$ cat src/hw/rtl/pcf_pkg.sv
// Shared codes, constants, types and helper functions of the PCM/float converter.
`timescale 1ns / 1ps

package pcf_pkg;

  localparam int SAMPLE_W   = 32;
  localparam int CFG_IDX_W  = 1;
  localparam int CFG_DATA_W = 2;

  // Sample formats
  localparam logic [1:0] FMT_U8  = 2'd0;
  localparam logic [1:0] FMT_S16 = 2'd1;
  localparam logic [1:0] FMT_S24 = 2'd2;
  localparam logic [1:0] FMT_S32 = 2'd3;
  localparam logic [1:0] FMT_RESET = FMT_S16;

  // Directions
  localparam logic OP_ENC = 1'b0;
  localparam logic OP_DEC = 1'b1;

  // Configuration register indexes
  localparam logic [CFG_IDX_W-1:0] CFG_IDX_FMT = 1'b0;
  localparam logic [CFG_IDX_W-1:0] CFG_IDX_BE  = 1'b1;

  // Full scales (all of the form 2^n - 1)
  localparam logic [30:0] FS_U8  = 31'd127;
  localparam logic [30:0] FS_S16 = 31'd32767;
  localparam logic [30:0] FS_S24 = 31'd8388607;
  localparam logic [30:0] FS_S32 = 31'h7fff_ffff;

  // Saturation words
  localparam logic [7:0]  U8_MAX  = 8'd255;
  localparam logic [7:0]  U8_MIN  = 8'd0;
  localparam logic [7:0]  U8_OFS  = 8'd128;
  localparam logic [15:0] S16_MAX = 16'h7fff;
  localparam logic [15:0] S16_MIN = 16'h8000;
  localparam logic [23:0] S24_MAX = 24'h7f_ffff;
  localparam logic [23:0] S24_MIN = 24'h80_0001;
  localparam logic [31:0] S32_MAX = 32'h7fff_ffff;
  localparam logic [31:0] S32_MIN = 32'h8000_0000;

  // Stage load strobes from the pipeline control
  typedef struct packed {
    logic s2;
    logic s3;
    logic s4;
  } pipe_en_t;

  function automatic logic [30:0] full_scale(input logic [1:0] fmt);
    logic [30:0] fs;
    unique case (fmt)
      FMT_U8:  fs = FS_U8;
      FMT_S16: fs = FS_S16;
      FMT_S24: fs = FS_S24;
      default: fs = FS_S32;
    endcase
    return fs;
  endfunction

  // Bit count n of the full scale 2^n - 1
  function automatic logic [4:0] fmt_bits(input logic [1:0] fmt);
    logic [4:0] n;
    unique case (fmt)
      FMT_U8:  n = 5'd7;
      FMT_S16: n = 5'd15;
      FMT_S24: n = 5'd23;
      default: n = 5'd31;
    endcase
    return n;
  endfunction

  // Index of the highest set bit, zero for a zero word
  function automatic logic [4:0] msb31(input logic [30:0] x);
    logic [4:0] m;
    m = 5'd0;
    for (int i = 0; i < 31; i++) begin
      if (x[i]) m = 5'(i);
    end
    return m;
  endfunction

endpackage

$ cat src/hw/rtl/pcf_ifs.sv
// Valid/ready channel interfaces of the PCM/float converter.
`timescale 1ns / 1ps

interface pcf_in_if;
  logic                         valid;
  logic                         ready;
  logic                         op;
  logic [pcf_pkg::SAMPLE_W-1:0] sample_in;
  modport source (output valid, output op, output sample_in, input ready);
  modport sink   (input valid, input op, input sample_in, output ready);
endinterface

interface pcf_out_if;
  logic                         valid;
  logic                         ready;
  logic [pcf_pkg::SAMPLE_W-1:0] sample_out;
  modport source (output valid, output sample_out, input ready);
  modport sink   (input valid, input sample_out, output ready);
endinterface

interface pcf_cfg_if;
  logic                           valid;
  logic                           ready;
  logic [pcf_pkg::CFG_IDX_W-1:0]  index;
  logic [pcf_pkg::CFG_DATA_W-1:0] data;
  modport source (output valid, output index, output data, input ready);
  modport sink   (input valid, input index, input data, output ready);
endinterface

$ cat src/hw/rtl/pcf_encode.sv
// Float32 to PCM datapath: multiply, align, round-and-truncate, saturate and pack.
`timescale 1ns / 1ps

module pcf_encode (
  input  logic                         clk,
  input  pcf_pkg::pipe_en_t            en,
  input  logic [pcf_pkg::SAMPLE_W-1:0] s1_sample,
  input  logic [1:0]                   s1_fmt,
  input  logic                         s1_be,
  output logic [pcf_pkg::SAMPLE_W-1:0] enc_word
);
  import pcf_pkg::*;

  // Stage 2: classify and multiply
  logic [7:0]  ue;
  logic [22:0] mant;
  logic [23:0] mfull;
  logic [7:0]  ue_eff;
  logic [54:0] p_nxt;
  logic [6:0]  rsh_nxt;
  logic        nan_nxt, ovr_nxt;

  logic [54:0] p2_r;
  logic [6:0]  rsh2_r;
  logic        sgn2_r, nan2_r, ovr2_r, be2_r;
  logic [1:0]  fmt2_r;

  always_comb begin
    ue      = s1_sample[30:23];
    mant    = s1_sample[22:0];
    mfull   = {(ue != 8'd0), mant};
    ue_eff  = (ue == 8'd0) ? 8'd1 : ue;
    nan_nxt = (ue == 8'hff) && (mant != 23'd0);
    ovr_nxt = (ue > 8'd127) || ((ue == 8'd127) && (mant != 23'd0));
    rsh_nxt = 7'(8'd127 - ue_eff);
    p_nxt   = {31'd0, mfull} * {24'd0, full_scale(s1_fmt)};
  end

  always_ff @(posedge clk) begin
    if (en.s2) begin
      p2_r   <= p_nxt;
      rsh2_r <= rsh_nxt;
      sgn2_r <= s1_sample[31];
      nan2_r <= nan_nxt;
      ovr2_r <= ovr_nxt;
      fmt2_r <= s1_fmt;
      be2_r  <= s1_be;
    end
  end

  // Stage 3: align to 56 fraction bits, collect the sticky bit
  logic [87:0] wide, shifted, lost_mask;
  logic        st_nxt;

  logic [30:0] ip3_r;
  logic [55:0] fr3_r;
  logic        st3_r, sgn3_r, nan3_r, ovr3_r, be3_r;
  logic [1:0]  fmt3_r;

  always_comb begin
    wide      = {p2_r, 33'd0};
    shifted   = wide >> rsh2_r;
    lost_mask = (rsh2_r >= 7'd88) ? '1 : ((88'd1 << rsh2_r) - 88'd1);
    st_nxt    = |(wide & lost_mask);
  end

  always_ff @(posedge clk) begin
    if (en.s3) begin
      ip3_r  <= shifted[86:56];
      fr3_r  <= shifted[55:0];
      st3_r  <= st_nxt;
      sgn3_r <= sgn2_r;
      nan3_r <= nan2_r;
      ovr3_r <= ovr2_r;
      fmt3_r <= fmt2_r;
      be3_r  <= be2_r;
    end
  end

  // Stage 4: apply the double-precision rounding step, then truncate, saturate and pack
  logic        ip_nz, up_s, up46, gt, fr_any;
  logic [4:0]  ms, ed;
  logic [5:0]  hi_sh;
  logic [55:0] hi_mask, thr;
  logic [30:0] mag;
  logic [31:0] sval;
  logic [6:0]  ip7, d7;
  logic [7:0]  u8_pos, u8_neg, u8_byte;
  logic [15:0] v16;
  logic [31:0] word_nxt;
  logic [31:0] word4_r;

  always_comb begin
    ip_nz   = |ip3_r;
    ms      = msb31(ip3_r);
    hi_sh   = ip_nz ? (6'(ms) + 6'd3) : 6'd2;
    hi_mask = ~((56'd1 << hi_sh) - 56'd1);
    up_s    = (fr3_r & hi_mask) == hi_mask;
    mag     = ip3_r + 31'(up_s);
    sval    = sgn3_r ? (32'd0 - {1'b0, mag}) : {1'b0, mag};

    ip7     = ip3_r[6:0];
    up46    = &fr3_r[55:10];
    u8_pos  = U8_OFS + {1'b0, ip7} + 8'(up46);
    d7      = 7'd127 - ip7;
    ed      = msb31({24'd0, d7});
    thr     = 56'd1 << (6'(ed) + 6'd3);
    gt      = (fr3_r > thr) || ((fr3_r == thr) && st3_r);
    fr_any  = (|fr3_r) || st3_r;
    u8_neg  = (fr_any && gt) ? (8'd127 - {1'b0, ip7}) : (U8_OFS - {1'b0, ip7});
    u8_byte = ovr3_r ? (sgn3_r ? U8_MIN : U8_MAX) : (sgn3_r ? u8_neg : u8_pos);

    v16     = ovr3_r ? (sgn3_r ? S16_MIN : S16_MAX) : sval[15:0];

    unique case (fmt3_r)
      FMT_U8:  word_nxt = {24'd0, u8_byte};
      FMT_S16: word_nxt = be3_r ? {16'd0, v16[7:0], v16[15:8]} : {16'd0, v16};
      FMT_S24: word_nxt = {8'd0, ovr3_r ? (sgn3_r ? S24_MIN : S24_MAX) : sval[23:0]};
      default: word_nxt = ovr3_r ? (sgn3_r ? S32_MIN : S32_MAX) : sval;
    endcase
    if (nan3_r) word_nxt = 32'd0;
  end

  always_ff @(posedge clk) begin
    if (en.s4) begin
      word4_r <= word_nxt;
    end
  end

  assign enc_word = word4_r;

endmodule

$ cat src/hw/rtl/pcf_decode.sv
// PCM to float32 datapath: expand the quotient, normalize, round twice and pack.
`timescale 1ns / 1ps

module pcf_decode (
  input  logic                         clk,
  input  pcf_pkg::pipe_en_t            en,
  input  logic [pcf_pkg::SAMPLE_W-1:0] s1_sample,
  input  logic [1:0]                   s1_fmt,
  input  logic                         s1_be,
  output logic [pcf_pkg::SAMPLE_W-1:0] dec_word
);
  import pcf_pkg::*;

  // Stage 2: signed value, magnitude, periodic quotient bits, leading-zero count
  logic [15:0]  w16;
  logic [32:0]  sx, av;
  logic         neg_nxt, zero_nxt, ex1, ovr;
  logic [31:0]  a;
  logic [4:0]   n;
  logic [30:0]  u;
  logic [97:0]  rep8;
  logic [104:0] rep16;
  logic [114:0] rep24;
  logic [123:0] rep32;
  logic [95:0]  bfr;
  logic [96:0]  s_nxt;
  logic [5:0]   lz_nxt;

  logic [96:0]  s2_r;
  logic [5:0]   lz2_r;
  logic         neg2_r, zero2_r, ex2_r;

  always_comb begin
    w16 = s1_be ? {s1_sample[7:0], s1_sample[15:8]} : s1_sample[15:0];
    unique case (s1_fmt)
      FMT_U8:  sx = {25'd0, s1_sample[7:0]} - 33'd127;
      FMT_S16: sx = {{17{w16[15]}}, w16};
      FMT_S24: sx = {{9{s1_sample[23]}}, s1_sample[23:0]};
      default: sx = {s1_sample[31], s1_sample};
    endcase
    neg_nxt  = sx[32];
    av       = neg_nxt ? (~sx + 33'd1) : sx;
    a        = av[31:0];
    n        = fmt_bits(s1_fmt);
    zero_nxt = (a == 32'd0);
    ex1      = (a == {1'b0, full_scale(s1_fmt)});
    ovr      = (a == (32'd1 << n));
    // x / (2^n - 1) repeats the n-bit numerator forever; 2^n / (2^n - 1) is 1.(0..01)
    u        = ovr ? 31'd1 : a[30:0];
    rep8     = {14{u[6:0]}};
    rep16    = {7{u[14:0]}};
    rep24    = {5{u[22:0]}};
    rep32    = {4{u[30:0]}};
    unique case (s1_fmt)
      FMT_U8:  bfr = rep8[97:2];
      FMT_S16: bfr = rep16[104:9];
      FMT_S24: bfr = rep24[114:19];
      default: bfr = rep32[123:28];
    endcase
    if (ex1) bfr = 96'd0;
    s_nxt  = {(ex1 || ovr), bfr};
    lz_nxt = (ex1 || ovr) ? 6'd0 : (6'(n) - 6'(msb31(u)));
  end

  always_ff @(posedge clk) begin
    if (en.s2) begin
      s2_r    <= s_nxt;
      lz2_r   <= lz_nxt;
      neg2_r  <= neg_nxt;
      zero2_r <= zero_nxt;
      ex2_r   <= ex1;
    end
  end

  // Stage 3: normalize and round to 53 significant bits
  logic [96:0] nrm;
  logic [52:0] m53;
  logic        g53, stk53, rnd53;
  logic [53:0] sum53;
  logic [52:0] r53_nxt;
  logic [7:0]  e_nxt;

  logic [52:0] r53_r;
  logic [7:0]  e3_r;
  logic        neg3_r, zero3_r;

  always_comb begin
    nrm     = s2_r << lz2_r;
    m53     = nrm[96:44];
    g53     = nrm[43];
    stk53   = ~ex2_r | (|nrm[42:0]);
    rnd53   = g53 & (stk53 | m53[0]);
    sum53   = {1'b0, m53} + 54'(rnd53);
    r53_nxt = sum53[53] ? {1'b1, 52'd0} : sum53[52:0];
    e_nxt   = 8'd127 - {2'd0, lz2_r} + 8'(sum53[53]);
  end

  always_ff @(posedge clk) begin
    if (en.s3) begin
      r53_r   <= r53_nxt;
      e3_r    <= e_nxt;
      neg3_r  <= neg2_r;
      zero3_r <= zero2_r;
    end
  end

  // Stage 4: round to 24 significant bits and pack
  logic [23:0] m24;
  logic        g24, st24, rnd24;
  logic [24:0] sum24;
  logic [7:0]  e_fin;
  logic [22:0] frac;
  logic [31:0] word_nxt;
  logic [31:0] word4_r;

  always_comb begin
    m24      = r53_r[52:29];
    g24      = r53_r[28];
    st24     = |r53_r[27:0];
    rnd24    = g24 & (st24 | m24[0]);
    sum24    = {1'b0, m24} + 25'(rnd24);
    e_fin    = e3_r + 8'(sum24[24]);
    frac     = sum24[24] ? 23'd0 : sum24[22:0];
    word_nxt = zero3_r ? 32'd0 : {neg3_r, e_fin, frac};
  end

  always_ff @(posedge clk) begin
    if (en.s4) begin
      word4_r <= word_nxt;
    end
  end

  assign dec_word = word4_r;

endmodule

$ cat src/hw/rtl/pcm_float_sample_converter.sv
// Top level of the PCM/float sample converter: channels, registers and pipeline control.
`timescale 1ns / 1ps
//
// Converts one audio sample per beat between float32 and packed PCM words.
// in_ch carries op (0 float32 to PCM, 1 PCM to float32) and sample_in;
// out_ch returns sample_out, one result beat per input beat, in order.
// cfg_ch writes sample_format (index 0: u8, s16, s24le, s32le) and
// big_endian_words (index 1, s16 byte swap); cfg_ch.ready is always high.
// Write configuration only while no beat is in flight.
//
// Five register stages: input capture, classify/multiply or expand,
// align or normalize/round, final rounding and pack, output register.
// After the accepting edge a beat moves through stages 2 to 4 and the output
// register to out_ch.valid; one beat per cycle is sustained while out_ch.ready
// is high, and the 24x31 multiplier stage sets the longest path.
// Reset (rst_n low, synchronous) empties the pipeline and loads s16, little
// endian. When out_ch.ready is low, beats hold in place and bubbles close up;
// in_ch.ready falls only once all five stages are full.
//
module pcm_float_sample_converter (
  input  logic           clk,
  input  logic           rst_n,
  pcf_in_if.sink         in_ch,
  pcf_out_if.source      out_ch,
  pcf_cfg_if.sink        cfg_ch
);
  import pcf_pkg::*;

  localparam int NSTG = 5;

  // Configuration registers
  logic [1:0] fmt_r;
  logic       be_r;

  assign cfg_ch.ready = 1'b1;

  always_ff @(posedge clk) begin
    if (!rst_n) begin
      fmt_r <= FMT_RESET;
      be_r  <= 1'b0;
    end else if (cfg_ch.valid) begin
      unique case (cfg_ch.index)
        CFG_IDX_FMT: fmt_r <= cfg_ch.data;
        CFG_IDX_BE:  be_r  <= cfg_ch.data[0];
        default:     ;
      endcase
    end
  end

  // Pipeline control: a stage takes a beat when empty or when its successor moves
  logic [NSTG-1:0] vld_r, vld_nxt, rdy, load;
  pipe_en_t        en;

  always_comb begin
    rdy[NSTG-1] = !vld_r[NSTG-1] || out_ch.ready;
    for (int k = NSTG - 2; k >= 0; k--) begin
      rdy[k] = !vld_r[k] || rdy[k+1];
    end
    load[0] = rdy[0] && in_ch.valid;
    for (int k = 1; k < NSTG; k++) begin
      load[k] = rdy[k] && vld_r[k-1];
    end
    vld_nxt[0] = rdy[0] ? in_ch.valid : vld_r[0];
    for (int k = 1; k < NSTG; k++) begin
      vld_nxt[k] = rdy[k] ? vld_r[k-1] : vld_r[k];
    end
    en.s2 = load[1];
    en.s3 = load[2];
    en.s4 = load[3];
  end

  assign in_ch.ready = rdy[0];

  always_ff @(posedge clk) begin
    if (!rst_n) begin
      vld_r <= '0;
    end else begin
      vld_r <= vld_nxt;
    end
  end

  // Stage 1: capture the beat together with the format in force
  logic        s1_op_r, s1_be_r;
  logic [31:0] s1_sample_r;
  logic [1:0]  s1_fmt_r;
  logic        op2_r, op3_r, op4_r;

  always_ff @(posedge clk) begin
    if (load[0]) begin
      s1_op_r     <= in_ch.op;
      s1_sample_r <= in_ch.sample_in;
      s1_fmt_r    <= fmt_r;
      s1_be_r     <= be_r;
    end
    if (load[1]) op2_r <= s1_op_r;
    if (load[2]) op3_r <= op2_r;
    if (load[3]) op4_r <= op3_r;
  end

  // Both directions run side by side; pick one at the output register
  logic [31:0] enc_word, dec_word;

  pcf_encode u_enc (
    .clk       (clk),
    .en        (en),
    .s1_sample (s1_sample_r),
    .s1_fmt    (s1_fmt_r),
    .s1_be     (s1_be_r),
    .enc_word  (enc_word)
  );

  pcf_decode u_dec (
    .clk       (clk),
    .en        (en),
    .s1_sample (s1_sample_r),
    .s1_fmt    (s1_fmt_r),
    .s1_be     (s1_be_r),
    .dec_word  (dec_word)
  );

  logic [31:0] out_word_r;

  always_ff @(posedge clk) begin
    if (load[4]) begin
      out_word_r <= (op4_r == OP_DEC) ? dec_word : enc_word;
    end
  end

  assign out_ch.valid      = vld_r[NSTG-1];
  assign out_ch.sample_out = out_word_r;

  // An accepted beat always lands in the capture stage
  a_accept_fills_s1: assert property (@(posedge clk) disable iff (!rst_n)
    (in_ch.valid && in_ch.ready) |=> vld_r[0])
    else $error("accepted beat did not reach stage 1");

  // Backpressure reaches the input only when every stage is occupied
  a_full_on_stall: assert property (@(posedge clk) disable iff (!rst_n)
    !in_ch.ready |-> (&vld_r))
    else $error("input stalled with a bubble in the pipeline");

  // A beat leaving the last datapath stage reaches the output register
  a_s4_to_out: assert property (@(posedge clk) disable iff (!rst_n)
    (vld_r[NSTG-2] && rdy[NSTG-1]) |=> vld_r[NSTG-1])
    else $error("beat lost between stage 4 and the output");

endmodule

$ cat src/flat_wrapper.sv
// flat-port wrapper written by rule: the top's interface ports become plain ports
module pcm_float_sample_converter_flat import pcf_pkg::*;
  (clk, rst_n, in_ch_valid, in_ch_op, in_ch_sample_in, in_ch_ready, out_ch_valid, out_ch_sample_out, out_ch_ready, cfg_ch_valid, cfg_ch_index, cfg_ch_data, cfg_ch_ready);
  pcf_in_if in_ch_i ();
  pcf_out_if out_ch_i ();
  pcf_cfg_if cfg_ch_i ();
  input  logic clk;
  input  logic rst_n;
  input wire logic [$bits(in_ch_i.valid)-1:0] in_ch_valid;
  input wire logic [$bits(in_ch_i.op)-1:0] in_ch_op;
  input wire logic [$bits(in_ch_i.sample_in)-1:0] in_ch_sample_in;
  output wire logic [$bits(in_ch_i.ready)-1:0] in_ch_ready;
  output wire logic [$bits(out_ch_i.valid)-1:0] out_ch_valid;
  output wire logic [$bits(out_ch_i.sample_out)-1:0] out_ch_sample_out;
  input wire logic [$bits(out_ch_i.ready)-1:0] out_ch_ready;
  input wire logic [$bits(cfg_ch_i.valid)-1:0] cfg_ch_valid;
  input wire logic [$bits(cfg_ch_i.index)-1:0] cfg_ch_index;
  input wire logic [$bits(cfg_ch_i.data)-1:0] cfg_ch_data;
  output wire logic [$bits(cfg_ch_i.ready)-1:0] cfg_ch_ready;
  assign in_ch_i.valid = in_ch_valid;
  assign in_ch_i.op = in_ch_op;
  assign in_ch_i.sample_in = in_ch_sample_in;
  assign in_ch_ready = in_ch_i.ready;
  assign out_ch_valid = out_ch_i.valid;
  assign out_ch_sample_out = out_ch_i.sample_out;
  assign out_ch_i.ready = out_ch_ready;
  assign cfg_ch_i.valid = cfg_ch_valid;
  assign cfg_ch_i.index = cfg_ch_index;
  assign cfg_ch_i.data = cfg_ch_data;
  assign cfg_ch_ready = cfg_ch_i.ready;
  pcm_float_sample_converter u_core (.clk(clk), .rst_n(rst_n), .in_ch(in_ch_i), .out_ch(out_ch_i), .cfg_ch(cfg_ch_i));
endmodule
$ cat config.mk
export PLATFORM = sky130hd
export DESIGN_NAME = pcm_float_sample_converter_flat
export DESIGN_NICKNAME = d
export VERILOG_FILES = /design/src/hw/rtl/pcf_pkg.sv /design/src/hw/rtl/pcf_ifs.sv /design/src/hw/rtl/pcf_encode.sv /design/src/hw/rtl/pcf_decode.sv /design/src/hw/rtl/pcm_float_sample_converter.sv /design/src/flat_wrapper.sv
export SDC_FILE = /design/constraint.sdc
export NUM_CORES = 2
export LEC_CHECK = 0
export BUFFER_PORTS_ARGS = -buffer_cell sky130_fd_sc_hd__buf_2
export CAP_MARGIN = 20
export CORE_MARGIN = 1
export CORE_UTILIZATION = 35
export DETAILED_ROUTE_END_ITERATION = 8
export SKIP_CTS_REPAIR_TIMING = 1
export SYNTH_ARGS = -nofsm -noshare
export SYNTH_HDL_FRONTEND = slang
export SYNTH_SLANG_ARGS = --single-unit
$ cat constraint.sdc
create_clock -name clk -period 35.3 [get_ports clk]
set_input_delay 7.06 -clock clk [delete_from_list [all_inputs] [get_ports clk]]
set_output_delay 7.06 -clock clk [all_outputs]
set_load 0.01 [all_outputs]
# After elaboration in Yosys (flattened, before gate mapping)
# Cells that the tools add are included.
# word_totals
output_inout_bits	35
register_bits	474
# op_classes
n_mux	90
n_bitwise	11
shifts	6
magnitude_cmp	3
n_reduce_logical	38
n_eq_ne	10
n_mul	1
n_addsub	20
# op_table
op	count
$mux W5	63
$pmux W96 S3	1
$mux W32	5
$eq A56 B56 Y1	2
$shl A1 B6 Y56 const A	2
$pmux W33 S3	1
$shl A97 B6 Y97	1
$pmux W32 S3	1
$pmux W31 S3	1
$and A88 B88 Y88	1
$mux W88	1
$reduce_or A88 Y1	1
$shl A1 B7 Y88 const A	1
$shr A88 B7 Y87	1
$sub A88 B1 Y88 const B	1
$mux W16	4
$and A56 B56 Y56	1
$gt A56 B56 Y1	1
$not A56 Y56	1
$reduce_or A56 Y1	1
$sub A56 B1 Y56 const B	1
$mul A24 B31 Y55	1
$add A53 B1 Y54	1
$mux W24	2
46 further kinds	83

# Depth between registers and ports, before layout
# depth
word_depth	43
depth_mapped	38
mapped_depth_nobuf	37

# Modules after synthesis
# From an unflattened synthesis, not the netlist that was laid out.
# hier_totals
cells_unflattened	5307
hier_area_um2	53395.0
# by_module_without_submodules
mod	area_per_inst_um2	n_inst	cells_each
pcf_encode	31924.4	1	3343
pcf_decode	18591.6	1	1820
pcm_float_sample_converter	2879.0	1	144

# Worst setup path before layout
# OpenSTA, ideal clock, no wires.
# synth_timing
path_type	input-to-reg
start	input port out_ch_ready
end	register u_core.op2_r, enable pin
path_stages	4
arrival_time_ns	20.064
path_buffers	1
t_required_ns	34.323
slack_ns	14.259
cell_sequence	nor2b_1 and3_1 clkbuf_1 a21boi_0
# synth_lines
element	line	text
from (decl)	flat_wrapper.sv:15	input wire logic [$bits(out_ch_i.ready)-1:0] out_ch_ready;
to (signal assigned)	pcm_float_sample_converter.sv:95	if (load[1]) op2_r <= s1_op_r;
to (decl)	pcm_float_sample_converter.sv:86	logic op2_r, op3_r, op4_r;

# Worst setup path after layout
# layout_timing
start	input port out_ch_ready
end	output port in_ch_ready
# layout_between
elab_chain_len	5
# layout_rtl
element	line	text
$logic_or A1 B1 Y1	pcm_float_sample_converter.sv:55	rdy[NSTG-1] = !vld_r[NSTG-1] || out_ch.ready;
$logic_or A1 B1 Y1 (4 in a row)	pcm_float_sample_converter.sv:57	rdy[k] = !vld_r[k] || rdy[k+1];
to (decl)	flat_wrapper.sv:12	output wire logic [$bits(in_ch_i.ready)-1:0] in_ch_ready;
# No other way between the ends.

==> impl_results.md <==
- Clk slew on worst S/H paths: 0.06 ns
- Most frequent cells in the layout: 580 x inv_1, 569 x nand2_1, 472 x fa_1, 466 x edfxtp_1, 427 x nor2_1
- Worst setup SP type: primary input
- Fraction of registers with async set/reset: 0
- Post-synthesis mux area share: 0.126
- Post-Synth Adder-Cell Area: 0.235
- Dpl hpwl: 124000 um
- Worst R2R Start: u_core.u_enc.ip3_r[2]
- Reg2reg setup slack: roughly 25 ns
- Pins Over Slew Limit: 0
- DR iter-0 viols: 4306
- Row count: 141
- Final setup TNS: 0 ns
- Final Hold Viols: 0
- Syn_area_per_cell: 10.0 sq um
- Initial antenna violation count: 8
- Layout cells sized above 1: 0.106
- End of the critical path: in_ch_ready
- DR vias/cell: about 5.7
- Commonest non-fill, non-tap cell in the layout: inv_1
- Wirelength per Cell: around 22 um
- Synthesized area: 52100 sq um
- Setup Skew: 0.0301 ns
- Ys flop type: edfxtp_1
- Max-cap viol count: 0
- Final WL: 156000 um
- Nets: slightly below 6000
- Actual slew at the worst max-slew pin: 1.17 ns
- Worst Path Required: 28.24 ns
- DIE HEIGHT: roughly 390 um
- Cell count of the worst reg-to-reg path: 31
- Slew headroom: 0.211
- Filler cell count: 14400
- Compound-Gate Fraction of Synth Area: 0.123
- XOR/XNOR share of the synthesized area: 0.0346
- Outcome: completed
- Post-Synthesis Cells: 5199
- IO Port Bufs: 74
- Vias in the first global route: between 30000 and 40000
- Clk_lat worst skew: 0.66 ns
- Root buf cell: clkbuf_16
- GRT Total Usage: 0.205
- Post-Synth Simple-Gate Area: 0.143
- Clock buffer count from CTS: 54
- Crit share post-route: 0.446
- Drt pass-1 iters: 5
- Critical Path Sink Type: output pin
- Total number of vias: 40600
- First-pass GRT wire length: 241000 um
- Kind of critical path: primary input to output pin
- GR Overflow Total: 0
- Netlist cell types: 112
- Final Critical Period: 15.76 ns
- Largest net degree at the start of global routing: 102
- Clk sinks: 474
- Crit path DAT: 8.70 ns
- Post-DRT Antenna Nets: 0
- RSZ-0062 raised after global routing: false
- Setup violations, final: 0
- Post-synthesis sequential area ratio: 0.272
- #FFs+latches synth: 474
- Bufs on Longest Clock Path: 3
- Boundary Pins: 76
- Die Wd: 388 um
- Starting density of the core: 0.353
- CTS tree: built
- CP Launch Point: out_ch_ready
- Main combinational cell family by area after synthesis: adder cells
- Placer Congestion: 0.943
- Yosys warns: 0
- FMAX: 0.0635 GHz
- DIE AREA: 150000 sq um
- DRC Markers: 0
- Max FO, Critical Path: 6
- H-tree depth: 2
- Post-synth EDFFs: 466
- R2R Path End: u_core.u_enc.enc_word[29]
- Layout area overhead: 7.60%
- Hold Crit Class: flip-flop to flip-flop
- Core area: approximately 150000 sq um
[area by class of cell]
class	count	area [sq um]	area share
Antenna cell	1	2.50	0.0000446
Inverter	589	2210	0.0395
Tap cell	1930	2410	0.0431
Timing Repair Buffer	137	907	0.0162
Clock buffer	67	1430	0.0255
Multi-Input combinational cell	3866	34600	0.617
Clock inverter	32	373	0.00665
Sequential cell	474	14200	0.252
[critical path, stage by stage]
cell and delay (ns):
buf_2 0.10, nor2b_1 0.61, and3_1 0.34, buf_4 0.25
nand3_1 0.14, buf_2 0.19
[registers in the layout, indices dropped and copies added, names as in the netlist, 8 cells and up]
name / flops
u_core.u_enc.p2_r: 55
u_core.out_ch.sample_out: 32
u_core.u_dec.dec_word: 32
u_core.u_dec.e3_r: 8
u_core.u_enc.fr3_r: 56
u_core.s1_sample_r: 32
u_core.u_enc.ip3_r: 31
u_core.u_dec.s2_r: 97
u_core.u_dec.r53_r: 53
u_core.u_enc.enc_word: 32
[synth_stat cells (78+ instances only)]
library cell	instances	area [sq um]
inv_1	581	2180
nand2_1	569	2140
fa_1	472	9450
edfxtp_1	466	14000
nor2_1	428	1610
o21ai_0	223	1120
ha_1	222	2780
a21oi_1	205	1030
mux4_2	186	4190
clkbuf_1	160	601
xnor2_1	150	1310
mux2i_1	136	1360
nand3_1	118	591
a41oi_1	99	867
nor3_1	78	390
[metal layers]
layer,GRT usage,up-vias,wire [um]
li1,-,18400,-
met2,0.315,1659,70100
met1,0.300,20200,70800
met3,0.0242,260,10600
met4,0.0628,6,4690
met5,0,-,36
[cell families (layout without fill, tap and decap cells)]
logic type / count (synthesis) / count (layout)
and+or+nand+nor: 1590 / 1590
AOI/OAI and AO/OA: 970 / 970
buffers and inverters: 860 / 825
adders and majority gates: 695 / 695
DFF: 474 / 474
muxes: 403 / 403
xor gates and xnor gates: 206 / 206
other: 1 / 3
[worst min-delay path by stage]
| stage | from | end | slack [ns] | depth (start not counted) |
|---|---|---|---|---|
| floorplan | u_core.s1_op_r | u_core.op2_r | 0.40 | 0 |
| CTS | u_core.u_enc.fmt2_r[0] | u_core.u_enc.fmt3_r[0] | 0.42 | 0 |
| detailed placement | u_core.u_enc.fmt2_r[0] | u_core.u_enc.fmt3_r[0] | 0.40 | 0 |
| global route | u_core.op2_r | u_core.op3_r | 0.43 | 0 |
| finish | u_core.u_enc.fmt2_r[0] | u_core.u_enc.fmt3_r[0] | 0.42 | 0 |
| global placement | u_core.u_enc.ovr2_r | u_core.u_enc.ovr3_r | 0.40 | 0 |
[metrics by stage]
| step | hold slack [ns] | instance area [sq um] | setup WS, ns | utilization | instances |
|---|---|---|---|---|---|
| after floorplan | 0.400 | 52100 | 14.26 | - | 5200 |
| after global placement | 0.402 | 54200 | 19.49 | 0.367 | 6990 |
| after detailed placement | 0.405 | 54200 | 19.51 | 0.367 | 6991 |
| after CTS | 0.419 | 56000 | 19.50 | 0.379 | 7090 |
| after global routing | 0.428 | 56100 | 19.46 | 0.380 | 7095 |
| final | 0.417 | 56100 | 19.54 | 0.380 | 7096 |
Power is left out: the tool's default activity adds up to more than one toggle a clock period on the data nets, which glitch-free logic cannot reach.
